$ cat src/rtl/phcr_pkg.sv
package phcr_pkg;

    // Configuration register widths and write port
    localparam int CENTER_BITS    = 12;
    localparam int RADIUS_BITS    = 8;
    localparam int CFG_DATA_BITS  = 12;
    localparam int CFG_INDEX_BITS = 2;

    // 3*R and the divider operand 2*(3*R)
    localparam int D3_BITS  = RADIUS_BITS + 2;
    localparam int DIV_BITS = RADIUS_BITS + 3;

    // Register indexes
    localparam logic [CFG_INDEX_BITS-1:0] CFG_CENTER_X   = CFG_INDEX_BITS'(0);
    localparam logic [CFG_INDEX_BITS-1:0] CFG_CENTER_Y   = CFG_INDEX_BITS'(1);
    localparam logic [CFG_INDEX_BITS-1:0] CFG_HEX_RADIUS = CFG_INDEX_BITS'(2);

    // sqrt(3) with 30 fraction bits
    localparam longint unsigned SQRT3_Q30 = 64'd1859775393;

    // Control that travels with each beat through the divider
    typedef struct packed {
        logic valid;
        logic q_neg;
        logic r_neg;
    } phcr_tag_t;

endpackage

$ cat src/rtl/phcr_div.sv
module phcr_div #(
    parameter int NW = 32
) (
    input  logic                          clk,
    input  logic                          rst_n,
    input  logic                          en,
    input  logic [phcr_pkg::DIV_BITS-1:0] divisor,
    input  phcr_pkg::phcr_tag_t           in_tag,
    input  logic [NW-1:0]                 in_num_q,
    input  logic [NW-1:0]                 in_num_r,
    output phcr_pkg::phcr_tag_t           out_tag,
    output logic [NW-1:0]                 out_quo_q,
    output logic [NW-1:0]                 out_quo_r
);
    import phcr_pkg::*;

    // One restoring step: shift in the next dividend bit, subtract if it fits.
    // The dividend shifts out at the top while quotient bits shift in at the bottom.
    function automatic logic [DIV_BITS+NW-1:0] div_step(
        input logic [DIV_BITS-1:0] rem,
        input logic [NW-1:0]       num,
        input logic [DIV_BITS-1:0] d
    );
        logic [DIV_BITS:0] trial;
        logic              hit;
        begin
            trial = {rem, num[NW-1]};
            hit   = (trial >= {1'b0, d});
            if (hit)
            begin
                trial = trial - {1'b0, d};
            end
            return {trial[DIV_BITS-1:0], num[NW-2:0], hit};
        end
    endfunction

    phcr_tag_t           tag_reg [NW];
    logic [DIV_BITS-1:0] rq_reg  [NW];
    logic [DIV_BITS-1:0] rr_reg  [NW];
    logic [NW-1:0]       nq_reg  [NW];
    logic [NW-1:0]       nr_reg  [NW];

    for (genvar k = 0; k < NW; k++)
    begin : g_stage
        phcr_tag_t                 tag_src;
        logic [DIV_BITS-1:0]       rq_src;
        logic [DIV_BITS-1:0]       rr_src;
        logic [NW-1:0]             nq_src;
        logic [NW-1:0]             nr_src;
        logic [DIV_BITS+NW-1:0]    step_q_next;
        logic [DIV_BITS+NW-1:0]    step_r_next;

        // Pick the previous stage, or the fresh beat with a clear remainder
        if (k == 0)
        begin : g_first
            assign tag_src = in_tag;
            assign rq_src  = '0;
            assign rr_src  = '0;
            assign nq_src  = in_num_q;
            assign nr_src  = in_num_r;
        end
        else
        begin : g_next
            assign tag_src = tag_reg[k-1];
            assign rq_src  = rq_reg[k-1];
            assign rr_src  = rr_reg[k-1];
            assign nq_src  = nq_reg[k-1];
            assign nr_src  = nr_reg[k-1];
        end

        assign step_q_next = div_step(rq_src, nq_src, divisor);
        assign step_r_next = div_step(rr_src, nr_src, divisor);

        // Advance the valid bit and signs
        always_ff @(posedge clk or negedge rst_n)
        begin
            if (!rst_n)
            begin
                tag_reg[k] <= '0;
            end
            else if (en)
            begin
                tag_reg[k] <= tag_src;
            end
        end

        // Advance remainder and dividend/quotient word
        always_ff @(posedge clk)
        begin
            if (en)
            begin
                {rq_reg[k], nq_reg[k]} <= step_q_next;
                {rr_reg[k], nr_reg[k]} <= step_r_next;
            end
        end
    end

    assign out_tag   = tag_reg[NW-1];
    assign out_quo_q = nq_reg[NW-1];
    assign out_quo_r = nr_reg[NW-1];

endmodule

$ cat config.mk
export PLATFORM = sky130hd
export DESIGN_NAME = phcr_div
export DESIGN_NICKNAME = d
export VERILOG_FILES = /design/src/rtl/phcr_pkg.sv /design/src/rtl/phcr_div.sv
export SDC_FILE = /design/constraint.sdc
export NUM_CORES = 2
export LEC_CHECK = 0
export ABC_AREA = 1
export BUFFER_PORTS_ARGS = -buffer_cell sky130_fd_sc_hd__buf_2
export CAP_MARGIN = 5
export CORE_MARGIN = 4
export CORE_UTILIZATION = 61
export DETAILED_ROUTE_END_ITERATION = 7
export PLACE_DENSITY = 0.83
export SLEW_MARGIN = 20
export SYNTH_ARGS = -nofsm -noshare
export SYNTH_HDL_FRONTEND = slang
export SYNTH_SLANG_ARGS = --single-unit
$ cat constraint.sdc
create_clock -name clk -period 3.2 [get_ports clk]
set_input_delay 0.64 -clock clk [delete_from_list [all_inputs] [get_ports clk]]
set_output_delay 0.64 -clock clk [all_outputs]
set_load 0.02 [all_outputs]
==> flow_summary.json <==
{
  "nets": 14390,
  "syn_area_per_cell_um2": 11.21,
  "cts_sinks": 2826,
  "finalSetupViolations": 0,
  "cts_root_buf": "clkbuf_16",
  "worstMarginPinSlew_ps": 657.7,
  "crit_path_end_kind": "flop",
  "grt_max_degree": 114,
  "grt_usage_pct": 25.49,
  "htreeDepth": 5,
  "rows": 176,
  "synth-async-reset-ratio_pct": 3.397,
  "post-place-ws_ps": 14.14,
  "initial_core_util_pct": 61.27,
  "firstDrtPassIters": 8,
  "postLayoutCellArea_mm2": 0.1605,
  "ir_drop_uv": 617.6,
  "wl_per_cell_um": 17.97,
  "synth_edf_count": 2730,
  "drcViolationCount": 10,
  "ant_nets": 0,
  "tritoncts": "yes",
  "rsz0062_at_grt": "false",
  "portBuffers": 147,
  "worst_r2r_endpoint": "g_stage[5].rr_src[0]",
  "synth_cells": 12550,
  "max_freq_mhz": 432.3,
  "die_area_mm2": 0.2384,
  "area_growth_pct": 14.04,
  "grt_pass1_wl_um": 486600,
  "cts_resized": 0,
  "setup_tns_ps": 0,
  "drive_gt1_share_pct": 19.42,
  "finalHoldViolCount": 0,
  "worstHoldStart": "in_num_r[31]",
  "skew_ps": 79.22,
  "p_per_area_mw_per_mm2": 900.9,
  "hp-class": "input pin to flop",
  "n_fill_cell": 16040,
  "wl_um": 302200,
  "synth_top_cell_by_area": "edfxtp_1",
  "postPlaceCellArea_mm2": 0.1499,
  "slew_headroom_pct": 56.15,
  "clock_latency_ps": 940,
  "dieHeight_um": 488.3,
  "first_iter_violations": 7263,
  "overflow": 0,
  "yosys.cell_count.top_type": "nand2_1",
  "reg2reg_from": "g_stage[4].nr_src[31]",
  "clk_pin_slew_worst_paths_ps": 60,
  "synth_nets": 13380,
  "numCtsBuffers": 311,
  "final_cells": 16810,
  "period_share_pct": 72.29,
  "synth_flop_cell": "edfxtp_1",
  "postCtsHoldBufs": 66,
  "cts_setup_buffers": 0,
  "fin_util_pct": 69.87,
  "crit_type": "input pin to flop",
  "synthTopCellsByCount": "nand2_1, edfxtp_1, inv_1, ha_1, nand4_1",
  "r2r_cells": 10,
  "r2r_slack_ps": 1000,
  "ys_ff_latch": 2826,
  "netlist_area_mm2": 0.1407,
  "clockBufferDepth": 4,
  "arrival_ps": 2940,
  "violations": "design-rule violations",
  "leakagePower_uw": 0.06895,
  "maxCapViolations": 0,
  "status": "finished with violations",
  "worst_slack_ps": 886.8,
  "antenna_found_initial": 3,
  "routed_via_density": 5.470,
  "start_kind": "input pin",
  "whs_endpoint": "g_stage[1].rr_src[0]",
  "critPathMaxFanout": 22,
  "hold_depth": 3,
  "min_period_ps": 2313,
  "yosys-top-cells-area": "edfxtp_1, nand2_1, ha_1",
  "num_vias": 91980,
  "grt_pass1_vias": 92310,
  "yosysSeqAreaShare_pct": 59.97,
  "ioPinCount": 148,
  "post-place-cells": 16210,
  "finalMaxSlewViolations": 0,
  "ys_types": 38,
  "yosysWarnings": 0,
  "globalplace.congestion": 0.9284,
  "dieWidth_um": 488.3,
  "synth_top_area_share_pct": 58.26,
  "coreArea_mm2": 0.2297,
  "crit_required_ps": 3830,
  "place_hpwl_um": 209700
}
[layout by cell type, fill, tap and decap left out, types with 59 or more instances in the layout]
cell and instances:
nand2_1 3363, edfxtp_1 2730, inv_1 1585, ha_1 686, nand4_1 542, buf_4 512, nor2_1 488, nand3_1 429
nand3_2 420, clkbuf_16 312, nand2_2 298, a21oi_1 247, nand3b_1 240, nor2_2 195, o21ai_0 175, buf_2 143
o21ai_2 135, xor2_1 122, buf_12 120, inv_2 107, dfrtp_1 96, dlygate4sd3_1 66, nand3_4 60, nand4_4 60
and2_1 60, xnor2_1 60, fa_1 60, a21oi_2 59
[flip-flops by register name (all words and copies together) (netlist names)]
name / cells
g_stage.rq_src: 341
g_stage.tag_src: 93
out_tag: 3
out_quo_q: 32
out_quo_r: 32
g_stage.nr_src: 992
g_stage.rr_src: 341
g_stage.nq_src: 992
[per-stage QoR]
| stage | hold slack [ps] | total power, µW |
|---|---|---|
| final | 135.2 | 144600 |
| after floorplan | 344.4 | 94510 |
| after global placement | 400.2 | 107900 |
| after global routing | 110.8 | 154400 |
| after detailed placement | 404.5 | 109300 |
| after CTS | 63.59 | 145100 |
[power by group]
group          switching (µW)  internal, µW  leakage, µW  total, µW
Combinational           34300         21600       0.0363      56000
Sequential               3890         49800       0.0278      53700
Clock                   14200         20800      0.00480      34900
Total                   52400         92200       0.0690     145000
[kinds of logic after synthesis]
| group | Yosys count | synth area share (%) |
|---|---|---|
| flip-flops | 2826 | 59.97 |
| buffers and inverters | 1843 | 5.669 |
| XOR/XNOR | 182 | 1.133 |
| AND/OR/NAND/NOR | 6287 | 23.39 |
| adder cells (fa/ha/maj) | 746 | 6.953 |
| AO/OA/AOI/OAI | 664 | 2.891 |
[worst max path at each step]
stage,slack (ps),to,from
CTS,970,out_quo_r[18],out_quo_r[18]
floorplan,10,g_stage[9].rr_src[10],divisor[10]
global route,810,g_stage[14].rr_src[1],divisor[8]
global placement,90,g_stage[14].rr_src[1],divisor[8]
detailed placement,10,g_stage[14].rr_src[2],divisor[8]
finish,890,g_stage[14].rr_src[3],divisor[8]
[worst max-delay path, cell delays in order]
cell and delay [ps]:
buf_2 120, clkinvlp_4 410, buf_12 390, ha_1 410
nand2_1 170, nor2_4 70, nand2_1 120, nand4_4 290
nand2_1 180, o21ai_2 80
[metal layers]
metal	GRT usage, %	vias to the layer above	wire length [µm]
li1	-	45010	-
met1	34.66	43630	130400
met2	42.50	2582	144800
met3	3.135	751	15370
met4	9.372	0	11570
met5	0	-	0
[area by class of cell]
class,count,area (µm²),area share (%)
inverter,1702,6421,4.002
multi-input combinational,7879,48360,30.13
clock buffer,364,8023,5.000
clock inverter,174,1864,1.162
antenna,1,2.502,0.001559
sequential,2826,84380,52.58
tap,3026,3786,2.359
timing repair buffer,842,7634,4.757
Power figures use the tool's default switching activity.
